$ cat src/sv/assert_macros.svh
// Assertion macros shared by the RTL of the path traversal check unit
`ifndef ASSERT_MACROS_SVH
`define ASSERT_MACROS_SVH

// Same-cycle implication, sampled on clock and disabled while reset is high
`define CHK_SAME(lbl, a, b, msg) \
   lbl: assert property (@(posedge clock) disable iff (reset) (a) |-> (b)) \
      else $error(msg);

// Next-cycle implication, sampled on clock and disabled while reset is high
`define CHK_NEXT(lbl, a, b, msg) \
   lbl: assert property (@(posedge clock) disable iff (reset) (a) |=> (b)) \
      else $error(msg);

`endif

$ cat src/sv/uptc_pkg.sv
// Types and constants for the path traversal check unit
package uptc_pkg;

   localparam int DEPTH_BITS     = 16;
   localparam int FD_BITS        = 16;
   localparam int WIDE_BITS      = (DEPTH_BITS > FD_BITS) ? DEPTH_BITS : FD_BITS;
   localparam int CHAR_BITS      = 8;
   localparam int VERDICT_BITS   = 2;
   localparam int RSP_FIELD_BITS = VERDICT_BITS + FD_BITS;
   localparam int RSP_TDATA_BITS = ((RSP_FIELD_BITS + 7) / 8) * 8;

   localparam logic [CHAR_BITS-1:0] CHAR_NUL   = 8'h00;
   localparam logic [CHAR_BITS-1:0] CHAR_DOT   = 8'h2E;
   localparam logic [CHAR_BITS-1:0] CHAR_SLASH = 8'h2F;

   localparam logic signed [DEPTH_BITS-1:0] DEPTH_MAX   = {1'b0, {(DEPTH_BITS-1){1'b1}}};
   localparam logic signed [DEPTH_BITS-1:0] DEPTH_MIN   = {1'b1, {(DEPTH_BITS-1){1'b0}}};
   localparam logic signed [DEPTH_BITS-1:0] DEPTH_START = '1;

   localparam logic signed [WIDE_BITS-1:0] FD_MAX_WIDE =
      WIDE_BITS'({1'b0, {(FD_BITS-1){1'b1}}});
   localparam logic signed [WIDE_BITS-1:0] FD_MIN_WIDE =
      -FD_MAX_WIDE - WIDE_BITS'(1);

   typedef enum logic [1:0] {
      SEG_EMPTY  = 2'd0,
      SEG_DOT    = 2'd1,
      SEG_DOTDOT = 2'd2,
      SEG_OTHER  = 2'd3
   } seg_class_type;

   typedef enum logic [1:0] {
      PH_FIRST    = 2'd0,
      PH_SLASH    = 2'd1,
      PH_SLASHDOT = 2'd2,
      PH_DONE     = 2'd3
   } prefix_phase_type;

   typedef enum logic [VERDICT_BITS-1:0] {
      VERDICT_ACCEPT  = 2'd0,
      VERDICT_REWRITE = 2'd1,
      VERDICT_REJECT  = 2'd2
   } verdict_type;

endpackage

$ cat src/sv/uri_path_traversal_check_unit.sv
// Top level: byte-stream path checker for directory escape
//
// A request path enters on the req_ stream, one byte per beat; a zero byte
// ends the path. Each path yields exactly one beat on the rsp_ stream with
// the verdict (accept, rewrite to root, reject) and the final segment depth.
// Non-terminating bytes yield no output beat.
// A terminator enters the byte register and, once the result register is
// free, loads its verdict there. One byte per cycle unless a terminator
// waits; set by the single byte register and the one-entry result register.
// Reset (synchronous, active high) clears the path state to an empty path
// at depth -1 and drops any pending input or result beat.
// When the receiver holds rsp_tready low, the result beat waits in its
// register; bytes of the next path keep flowing until its terminator
// reaches the byte register, which then holds and deasserts req_tready.
`include "assert_macros.svh"

module uri_path_traversal_check_unit (
   input  logic                                 clock,
   input  logic                                 reset,
   input  logic                                 req_tvalid,
   output logic                                 req_tready,
   input  logic [uptc_pkg::CHAR_BITS-1:0]       req_tdata,  // [7:0] path_char
   output logic                                 rsp_tvalid,
   input  logic                                 rsp_tready,
   output logic [uptc_pkg::RSP_TDATA_BITS-1:0]  rsp_tdata   // [1:0] verdict, [17:2] final_depth
);

   // input byte register
   logic                            byte_valid_ff, byte_valid_in;
   logic [uptc_pkg::CHAR_BITS-1:0]  byte_ff, byte_in;

   // path state
   logic signed [uptc_pkg::DEPTH_BITS-1:0] depth_ff, depth_in;
   uptc_pkg::seg_class_type                seg_ff, seg_in;
   uptc_pkg::prefix_phase_type             phase_ff, phase_in;
   logic                                   reject_ff, reject_in;

   // result register
   logic                                    rsp_valid_ff, rsp_valid_in;
   logic [uptc_pkg::RSP_TDATA_BITS-1:0]     rsp_data_ff, rsp_data_in;

   logic                                    is_term;
   logic                                    out_free;
   logic                                    byte_fire;
   logic                                    req_fire;
   logic                                    close_seg;
   logic                                    reject_now;
   logic signed [uptc_pkg::DEPTH_BITS-1:0]  depth_closed;
   logic signed [uptc_pkg::WIDE_BITS-1:0]   depth_wide;
   logic signed [uptc_pkg::FD_BITS-1:0]     final_depth;
   uptc_pkg::verdict_type                   verdict;

   assign is_term    = (byte_ff == uptc_pkg::CHAR_NUL);
   assign out_free   = !rsp_valid_ff || rsp_tready;
   assign byte_fire  = byte_valid_ff && (!is_term || out_free);
   assign req_tready = !byte_valid_ff || byte_fire;
   assign req_fire   = req_tvalid && req_tready;

   always_comb begin
      byte_valid_in = byte_valid_ff;
      byte_in       = byte_ff;
      if (req_fire) begin
         byte_valid_in = 1'b1;
         byte_in       = req_tdata;
      end else if (byte_fire) begin
         byte_valid_in = 1'b0;
      end
   end

   // segment close and depth update
   assign close_seg = is_term || (byte_ff == uptc_pkg::CHAR_SLASH);

   always_comb begin
      depth_closed = depth_ff;
      unique case (seg_ff)
         uptc_pkg::SEG_DOTDOT: begin
            if (depth_ff > uptc_pkg::DEPTH_MIN) begin
               depth_closed = depth_ff - uptc_pkg::DEPTH_BITS'(1);
            end
         end
         uptc_pkg::SEG_OTHER: begin
            if (depth_ff < uptc_pkg::DEPTH_MAX) begin
               depth_closed = depth_ff + uptc_pkg::DEPTH_BITS'(1);
            end
         end
         default: begin
            depth_closed = depth_ff;
         end
      endcase
   end

   assign reject_now = reject_ff ||
                       ((phase_ff == uptc_pkg::PH_SLASHDOT) &&
                        ((byte_ff == uptc_pkg::CHAR_DOT) || is_term));

   always_comb begin
      depth_in  = depth_ff;
      seg_in    = seg_ff;
      phase_in  = phase_ff;
      reject_in = reject_ff;
      if (byte_fire) begin
         unique case (phase_ff)
            uptc_pkg::PH_FIRST:
               phase_in = (byte_ff == uptc_pkg::CHAR_SLASH) ? uptc_pkg::PH_SLASH
                                                            : uptc_pkg::PH_DONE;
            uptc_pkg::PH_SLASH:
               phase_in = (byte_ff == uptc_pkg::CHAR_DOT) ? uptc_pkg::PH_SLASHDOT
                                                          : uptc_pkg::PH_DONE;
            uptc_pkg::PH_SLASHDOT:
               phase_in = uptc_pkg::PH_DONE;
            default:
               phase_in = uptc_pkg::PH_DONE;
         endcase
         reject_in = reject_now;

         if (close_seg) begin
            depth_in = depth_closed;
            seg_in   = uptc_pkg::SEG_EMPTY;
         end else if (byte_ff == uptc_pkg::CHAR_DOT) begin
            unique case (seg_ff)
               uptc_pkg::SEG_EMPTY: seg_in = uptc_pkg::SEG_DOT;
               uptc_pkg::SEG_DOT:   seg_in = uptc_pkg::SEG_DOTDOT;
               default:             seg_in = uptc_pkg::SEG_OTHER;
            endcase
         end else begin
            seg_in = uptc_pkg::SEG_OTHER;
         end

         // terminator: back to an empty path
         if (is_term) begin
            depth_in  = uptc_pkg::DEPTH_START;
            seg_in    = uptc_pkg::SEG_EMPTY;
            phase_in  = uptc_pkg::PH_FIRST;
            reject_in = 1'b0;
         end
      end
   end

   // verdict and clamped depth for the result beat
   assign depth_wide = uptc_pkg::WIDE_BITS'(depth_closed);

   always_comb begin
      if (depth_wide > uptc_pkg::FD_MAX_WIDE) begin
         final_depth = uptc_pkg::FD_MAX_WIDE[uptc_pkg::FD_BITS-1:0];
      end else if (depth_wide < uptc_pkg::FD_MIN_WIDE) begin
         final_depth = uptc_pkg::FD_MIN_WIDE[uptc_pkg::FD_BITS-1:0];
      end else begin
         final_depth = depth_wide[uptc_pkg::FD_BITS-1:0];
      end
   end

   always_comb begin
      priority if (reject_now) begin
         verdict = uptc_pkg::VERDICT_REJECT;
      end else if (depth_closed < uptc_pkg::DEPTH_START) begin
         verdict = uptc_pkg::VERDICT_REJECT;
      end else if (depth_closed == uptc_pkg::DEPTH_START) begin
         verdict = uptc_pkg::VERDICT_REWRITE;
      end else begin
         verdict = uptc_pkg::VERDICT_ACCEPT;
      end
   end

   always_comb begin
      rsp_valid_in = rsp_valid_ff;
      rsp_data_in  = rsp_data_ff;
      if (byte_fire && is_term) begin
         rsp_valid_in = 1'b1;
         rsp_data_in  = {{(uptc_pkg::RSP_TDATA_BITS - uptc_pkg::RSP_FIELD_BITS){1'b0}},
                         final_depth, verdict};
      end else if (rsp_tready) begin
         rsp_valid_in = 1'b0;
      end
   end

   always_ff @(posedge clock) begin
      if (reset) begin
         byte_valid_ff <= 1'b0;
         depth_ff      <= uptc_pkg::DEPTH_START;
         seg_ff        <= uptc_pkg::SEG_EMPTY;
         phase_ff      <= uptc_pkg::PH_FIRST;
         reject_ff     <= 1'b0;
         rsp_valid_ff  <= 1'b0;
      end else begin
         byte_valid_ff <= byte_valid_in;
         depth_ff      <= depth_in;
         seg_ff        <= seg_in;
         phase_ff      <= phase_in;
         reject_ff     <= reject_in;
         rsp_valid_ff  <= rsp_valid_in;
      end
   end

   always_ff @(posedge clock) begin
      byte_ff     <= byte_in;
      rsp_data_ff <= rsp_data_in;
   end

   assign rsp_tvalid = rsp_valid_ff;
   assign rsp_tdata  = rsp_data_ff;

   `CHK_NEXT(a_term_clears_state, byte_fire && is_term,
      (depth_ff == uptc_pkg::DEPTH_START) && (seg_ff == uptc_pkg::SEG_EMPTY) &&
      (phase_ff == uptc_pkg::PH_FIRST) && !reject_ff,
      "path state not cleared after terminator")
   `CHK_SAME(a_verdict_legal, rsp_valid_ff,
      rsp_data_ff[uptc_pkg::VERDICT_BITS-1:0] <= uptc_pkg::VERDICT_REJECT,
      "illegal verdict code")
   `CHK_SAME(a_rewrite_depth, rsp_valid_ff &&
      (rsp_data_ff[uptc_pkg::VERDICT_BITS-1:0] == uptc_pkg::VERDICT_REWRITE),
      rsp_data_ff[uptc_pkg::RSP_FIELD_BITS-1:uptc_pkg::VERDICT_BITS] == '1,
      "rewrite verdict without depth of minus one")
   `CHK_SAME(a_accept_depth, rsp_valid_ff &&
      (rsp_data_ff[uptc_pkg::VERDICT_BITS-1:0] == uptc_pkg::VERDICT_ACCEPT),
      !rsp_data_ff[uptc_pkg::RSP_FIELD_BITS-1],
      "accept verdict with negative depth")

endmodule
$ cat config.mk
export PLATFORM = sky130hd
export DESIGN_NAME = uri_path_traversal_check_unit
export DESIGN_NICKNAME = d
export VERILOG_FILES = /design/src/sv/uptc_pkg.sv /design/src/sv/uri_path_traversal_check_unit.sv
export VERILOG_INCLUDE_DIRS = /design/src /design/src/sv
export SDC_FILE = /design/constraint.sdc
export NUM_CORES = 1
export LEC_CHECK = 0
export ABC_CLOCK_PERIOD_IN_PS = 6650
export BUFFER_PORTS_ARGS = -buffer_cell sky130_fd_sc_hd__buf_4
export CAP_MARGIN = 20
export CORE_MARGIN = 2
export CORE_UTILIZATION = 40
export CTS_BUF_LIST = sky130_fd_sc_hd__clkbuf_8
export DETAILED_ROUTE_END_ITERATION = 12
export PLACE_DENSITY = 0.71
export RECOVER_POWER = 50
export REMOVE_ABC_BUFFERS = 1
export SKIP_CTS_REPAIR_TIMING = 1
export SYNTH_ARGS = -nofsm -noshare
export SYNTH_HDL_FRONTEND = slang
export SYNTH_SLANG_ARGS = --single-unit
$ cat constraint.sdc
create_clock -name clock -period 6.65 [get_ports clock]
set_clock_uncertainty 0.2 [all_clocks]
set_input_delay 1.33 -clock clock [delete_from_list [all_inputs] [get_ports clock]]
set_output_delay 1.33 -clock clock [all_outputs]
set_load 0.03 [all_outputs]
==> results of run 1 <==
[routing by layer]
layer / global-route usage / wire, µm
met1: 0.226 / 2790
met3: 0.0330 / 387
met4: 0.0517 / 108
met2: 0.270 / 2910
met5: 0 / 0
[kinds of logic after synthesis]
family | Yosys count | share of synthesized area
flip-flops | 49 | 0.443
AND/OR/NAND/NOR | 108 | 0.239
AO/OA/AOI/OAI | 73 | 0.186
adder cells (fa/ha/maj) | 2 | 0.00894
buffers and inverters | 38 | 0.0795
multiplexers | 3 | 0.0112
other | 1 | 0.00134
XOR/XNOR | 10 | 0.0313
[worst register-to-register path, stage by stage, from the launching register on]
cell and delay, ps:
dfxtp_1 400, inv_1 130, ha_1 280, nor2b_1 410, and2_0 310, a21oi_1 160, a22oi_1 300, xor2_1 140
nor4_1 600, a21oi_1 140
[stage by stage]
step                      setup WS, ps  cells
final                             2980    402
after global routing              2950    402
after CTS                         2990    401
after detailed placement          2990    393
after global placement            3010    393
after floorplan                   3220    266
[state kept, by name (all words and copies together), names as in the netlist]
| name | cells |
|---|---|
| rsp_tvalid | 1 |
| phase_ff | 2 |
| rsp_tdata | 18 |
| byte_valid_ff | 1 |
| byte_ff | 8 |
| seg_ff | 2 |
| depth_ff | 16 |
| reject_ff | 1 |
[power by group through the flow]
stage | clock [µW] | combinational (µW) | sequential, µW
global placement | 0 | 43.7 | 339
global route | 204 | 48.6 | 333
floorplan | 0 | 31.3 | 337
CTS | 194 | 44.3 | 332
finish | 183 | 44.3 | 332
detailed placement | 0 | 44.1 | 339
[placed cells by master (no fill, tap or decap), types with 6 or more instances in the layout]
master    count
o22a_1       10
o21ai_0       7
nor2_1       16
inv_1        15
dfxtp_1      23
nor4_1        7
clkbuf_4      9
a21oi_1      21
xnor2_1       6
nand4_1       9
edfxtp_1     26
conb_1        6
nand2_1      14
and3_1        7
clkbuf_1     19
nand3_1      11
[cell type report]
| type | instances | area, µm² |
|---|---|---|
| fill | 659 | 3760 |
| multi-input combinational | 202 | 1350 |
| sequential | 49 | 1240 |
| timing repair buffer | 32 | 166 |
| tap | 96 | 120 |
| clock buffer | 5 | 68.8 |
| inverter | 15 | 56.3 |
| clock inverter | 3 | 28.8 |
[synthesized netlist by cell type (2+ instances only)]
master | n | share of area
o211ai_1 | 4 | 0.011
or2_2 | 4 | 0.0089
and3_1 | 7 | 0.016
nor2b_1 | 2 | 0.0045
nand2b_1 | 3 | 0.0067
or4_1 | 2 | 0.0054
buf_2 | 7 | 0.013
nor3b_1 | 2 | 0.0054
clkbuf_1 | 2 | 0.0027
o22a_1 | 10 | 0.031
buf_6 | 3 | 0.012
nand4_1 | 9 | 0.020
or3_1 | 3 | 0.0067
mux2i_1 | 2 | 0.0071
a31oi_1 | 3 | 0.0067
buf_4 | 10 | 0.027
nor2_1 | 17 | 0.023
o32ai_1 | 2 | 0.0063
a32oi_1 | 4 | 0.013
nor3_2 | 4 | 0.014
nor3_1 | 3 | 0.0054
o21ai_1 | 2 | 0.0036
ha_1 | 2 | 0.0089
xor2_1 | 4 | 0.013
nand2_1 | 14 | 0.019
a211oi_1 | 2 | 0.0054
nor4_1 | 7 | 0.016
and2_1 | 7 | 0.016
a21oi_1 | 21 | 0.038
edfxtp_1 | 26 | 0.28
nand3_1 | 11 | 0.020
xnor2_1 | 6 | 0.019
dfxtp_1 | 23 | 0.16
o21ai_0 | 7 | 0.013
nor4_2 | 2 | 0.0089
o31ai_1 | 2 | 0.0054
inv_1 | 15 | 0.020
[final timing paths]
| path | to | slack, ps | from |
|---|---|---|---|
| setup / recovery | req_tready | 2980 | rsp_tready |
| hold reg to reg | phase_ff[1]$_SDFFE_PP0P_ | 280 | phase_ff[1]$_SDFFE_PP0P_ |
| hold / removal | phase_ff[1]$_SDFFE_PP0P_ | 280 | phase_ff[1]$_SDFFE_PP0P_ |
| setup reg to reg | rsp_tdata[1]$_SDFFCE_PP1P_ | 3320 | depth_ff[0]$_SDFFE_PP1P_ |
==> results.tsv, run 1 <==
stage	metric	value	unit
logic_synthesis	syn_area_per_cell	9.86	µm²
pwr	pwr dens	184	mW/mm²
floorplanning	Die ar.	0.00769	mm²
setup_path	CP top delay family	simple AND/OR/NAND/NOR gates	
sta	Slew Limit Fails	0	
clocking	CTS tree	done	
route	DRC	0	
route	mean routed wirelength per cell	15.4	µm
setup_path	WP buf/inv	2	
sta	final setup fails	0	
pwr	P_sw	139	µW
grt	vias in the first global route	1998	
layout	final instance area	0.00304	mm²
floorplanning	Initial Util	0.412	
placement	Buffers on Ports	31	
setup_path	Critical Path Fanout Max	4	
sta	Fin. Hold Viols	0	
placement	GP Congestion	0.901	
route	initial DRC count	286	
clocking	CTS buffer count	5	
clocking	CTS Sinks	49	
sta	final worst path period need	3670	ps
setup_path	CP Class	primary input to output port	
floorplanning	Std-Cell Core Area	0.00679	mm²
route	ANT nets after route	0	
pwr	clock network power share	0.327	
clocking	clk buf depth	2	
logic_synthesis	Gate Count Post-Synth	284	
logic_synthesis	Seq/Total Area, Yosys	0.443	
clocking	Max H-tree Level	2	
sta	fin crit share	0.552	
worst_hold_path	WHS Path Cells	2	
setup_path	worst reg2reg path depth	9	
sta	RSZ-0062 raised after global routing	no	
setup_path	Crit path largest cell delay	340	ps
layout	layout cell share with drive strength beyond 1	0.134	
sta	Max Freq	273	MHz
pwr	switch share	0.248	
grt	pin count of the biggest net entering global routing	21	
layout	Antenna Cells	0	
route	final wirelength	6190	µm
run	max_cap viols	0	
pwr	Max IR drop VDD	0.0000908	V
logic_synthesis	Post-Synthesis Cell Area	0.00280	mm²
route	drt pass-1 iters	4	
pwr	Int Power	421	µW
logic_synthesis	Top FF cell, synth	edfxtp_1	
sta	Worst Max-Slew Pin Slew	1050	ps
run_status	status	complete, no violations	
worst_hold_path	Min-Delay Path Class	flip-flop to flip-flop	
sta	Setup TNS Final	0	ps
pwr	Total Power	560	µW
floorplanning	Die H	87.7	µm
setup_path	Worst path depth	4	
logic_synthesis	share of synthesized registers carrying an async set or reset	0	
pwr	Logic pwr share	0.079	
sta	Rel. slew slack	0.301	
logic_synthesis	synth warn	0	
grt	gr usage total	0.167	
logic_synthesis	Post-synth EDFFs	26	
floorplanning	I/O Pins	38	
setup_path	startpoint types	primary input	
setup_path	Worst EP arrival	2140	ps
pwr	cell leakage power	0.00108	µW
floorplanning	row count	30	
grt	first-pass GRT wire length	9930	µm
sta	final hold slack	281	ps
placement	Area after DPL	0.00301	mm²
clocking	Worst-Skew Late Latency	310	ps
setup_path	data required time of the worst path	5120	ps
clocking	clock-pin slew of the registers on the worst-case setup and hold paths	100	ps
setup_path	Slowest-stage cell, CP	or2_2	
pwr	Seq pwr share	0.594	
grt	gr ovfl total	0	
setup_path	Cell Chain, Critical Path	clkbuf_4 -> nand2b_1 -> or2_2 -> buf_4	
logic_synthesis	flops & latches, synth	49	
layout	Final Core Density	0.447	
floorplanning	Die Wd	87.7	µm
setup_path	CP Capture Type	output port	
logic_synthesis	Unique masters post-synth	67	
route	Via Count	2227	
layout	final-stage net count	319	
clocking	clk root buf	clkbuf_8	
grt	initial antenna violation count	0	
layout	P&R area growth vs syn	8.40	%
placement	Post-DP HPWL	4520	µm
route	Via density	5.54	
No activity file was read; power rests on OpenSTA's default activity.
==> run 2: changes to the inputs <==
--- a/config.mk
+++ b/config.mk
@@ -6,7 +6,7 @@
 export SDC_FILE = /design/constraint.sdc
 export NUM_CORES = 1
 export LEC_CHECK = 0
-export ABC_CLOCK_PERIOD_IN_PS = 6650
+export ABC_CLOCK_PERIOD_IN_PS = 3500
 export BUFFER_PORTS_ARGS = -buffer_cell sky130_fd_sc_hd__buf_4
 export CAP_MARGIN = 20
 export CORE_MARGIN = 2
==> constraint.sdc (replaced) <==
create_clock -name clock -period 3.5 [get_ports clock]
set_clock_uncertainty 0.2 [all_clocks]
set_input_delay 0.7 -clock clock [delete_from_list [all_inputs] [get_ports clock]]
set_output_delay 0.7 -clock clock [all_outputs]
set_load 0.03 [all_outputs]
==> results.tsv, run 2 (synthesized netlist as in run 1, its figures left out) <==
stage	metric	value	unit
run_status	status	complete, no violations	
route	mean routed wirelength per cell	15.8	µm
setup_path	Worst EP arrival	2950	ps
placement	Area after DPL	0.00303	mm²
pwr	Max IR drop VDD	0.000160	V
layout	max FFs per register	18	
grt	initial antenna violation count	0	
pwr	cell leakage power	0.00109	µW
worst_hold_path	Min-Delay Path Class	flip-flop to flip-flop	
layout	P&R area growth vs syn	8.67	%
sta	Fin. Hold Viols	0	
clocking	CTS Sinks	49	
layout	Antenna Cells	0	
setup_path	WP buf/inv	1	
setup_path	CP Capture Type	flip-flop	
layout	final instance area	0.00304	mm²
sta	RSZ-0062 raised after global routing	no	
clocking	Max H-tree Level	2	
sta	Rel. slew slack	0.559	
grt	first-pass GRT wire length	10400	µm
floorplanning	Std-Cell Core Area	0.00679	mm²
setup_path	Critical Path Fanout Max	8	
route	ANT nets after route	0	
floorplanning	row count	30	
route	final wirelength	6390	µm
setup_path	CP top delay family	simple AND/OR/NAND/NOR gates	
placement	Buffers on Ports	31	
layout	most frequent cells in the layout	26 x edfxtp_1, 23 x dfxtp_1, 21 x a21oi_1	
clocking	clk buf depth	2	
route	Via Count	2301	
sta	final setup fails	0	
route	initial DRC count	267	
clocking	clk root buf	clkbuf_8	
setup_path	worst reg2reg path depth	9	
floorplanning	I/O Pins	38	
grt	vias in the first global route	2087	
placement	Post-DP HPWL	4750	µm
pwr	pwr dens	349	mW/mm²
floorplanning	Die Wd	87.7	µm
layout	most common cell after layout, fill and taps aside	edfxtp_1	
setup_path	Slowest-stage cell, CP	nor4_1	
clocking	CTS tree	done	
run	max_cap viols	0	
layout	final-stage net count	321	
setup_path	Crit path largest cell delay	560	ps
sta	Setup TNS Final	0	ps
sta	Slew Limit Fails	0	
grt	gr usage total	0.174	
clocking	CTS buffer count	5	
setup_path	data required time of the worst path	3350	ps
floorplanning	Die ar.	0.00769	mm²
sta	Max Freq	322	MHz
setup_path	Cell Chain, Critical Path	inv_1 -> ha_1 -> nor2b_1 -> nand4_1 -> a41oi_1 -> o2bb2ai_1 -> o21ai_1 -> nor4_1 -> a21oi_1	
placement	GP Congestion	1.05	
setup_path	CP Class	flip-flop to flip-flop	
clocking	Worst-Skew Late Latency	310	ps
floorplanning	Die H	87.7	µm
layout	layout cell share with drive strength beyond 1	0.136	
sta	final worst path period need	3110	ps
worst_hold_path	WHS Path Cells	2	
route	drt pass-1 iters	4	
floorplanning	Initial Util	0.412	
sta	Worst Max-Slew Pin Slew	661	ps
route	DRC	0	
clocking	clock-pin slew of the registers on the worst-case setup and hold paths	90	ps
grt	pin count of the biggest net entering global routing	18	
layout	fill count	655	
route	Via density	5.70	
sta	fin crit share	0.888	
setup_path	Worst path depth	9	
setup_path	startpoint types	flip-flop	
grt	gr ovfl total	0	
## run 2: changes by cell type in the layout (fill, tap and decap cells not counted)
cell | previous run | this run
and2_0 | 3 | 2
and2_1 | 4 | 5
buf_4 | 3 | 7
clkbuf_2 | 1 | 0
clkbuf_4 | 9 | 8
clkinvlp_4 | 0 | 1
inv_8 | 1 | 0
nor4_1 | 7 | 8
nor4_2 | 2 | 1
## run 2: area by class of cell
cell class | count | area [µm²] | share of cell area
timing repair buffer | 34 | 184 | 0.0604
tap | 96 | 120 | 0.0395
clock buffer | 5 | 68.8 | 0.0226
inverter | 15 | 56.3 | 0.0185
multi-input combinational | 202 | 1350 | 0.443
clock inverter | 3 | 25.0 | 0.00822
sequential | 49 | 1240 | 0.408
## run 2: stage by stage
| stage | hold slack, ps | setup WS (ps) | util | std cells | total power (µW) |
|---|---|---|---|---|---|
| after floorplan | 236 | 789 | - | 266 | 700 |
| after global placement | 264 | 458 | 0.446 | 396 | 728 |
| after detailed placement | 265 | 436 | 0.446 | 396 | 729 |
| after CTS | 280 | 433 | 0.460 | 404 | 1080 |
| after global routing | 319 | 85.4 | 0.448 | 404 | 1120 |
| final | 278 | 392 | 0.448 | 404 | 1060 |
## run 2: metal layers
metal  part of all wire  routed length [µm]  vias to the layer above  track usage
li1                   -                   -                     1104            -
met1               0.44                2810                     1080        0.241
met2               0.47                3030                      101        0.268
met3              0.064                 408                       16       0.0377
met4              0.022                 140                        0       0.0629
met5                  0                   0                        -            0
## run 2: worst reg2reg max path, stage by stage (launching register included)
cell and delay, ps:
dfxtp_1 390, inv_1 130, ha_1 240, nor2b_1 370, nand4_1 240, a41oi_1 300, o2bb2ai_1 190, o21ai_1 100
nor4_1 560, a21oi_1 130
## run 2: worst paths after layout
kind / start / endpoint / slack, ps
worst min register to register: phase_ff[1]$_SDFFE_PP0P_ / phase_ff[1]$_SDFFE_PP0P_ / 280
worst max register to register: depth_ff[0]$_SDFFE_PP1P_ / rsp_tdata[1]$_SDFFCE_PP1P_ / 390
worst min-delay path: phase_ff[1]$_SDFFE_PP0P_ / phase_ff[1]$_SDFFE_PP0P_ / 280
worst max-delay path: depth_ff[0]$_SDFFE_PP1P_ / rsp_tdata[1]$_SDFFCE_PP1P_ / 390
## run 2: power by group
part           total, µW  internal, µW  switching [µW]
combinational       84.4          33.2            51.1
sequential           631           618            13.1
clock                346           144             201
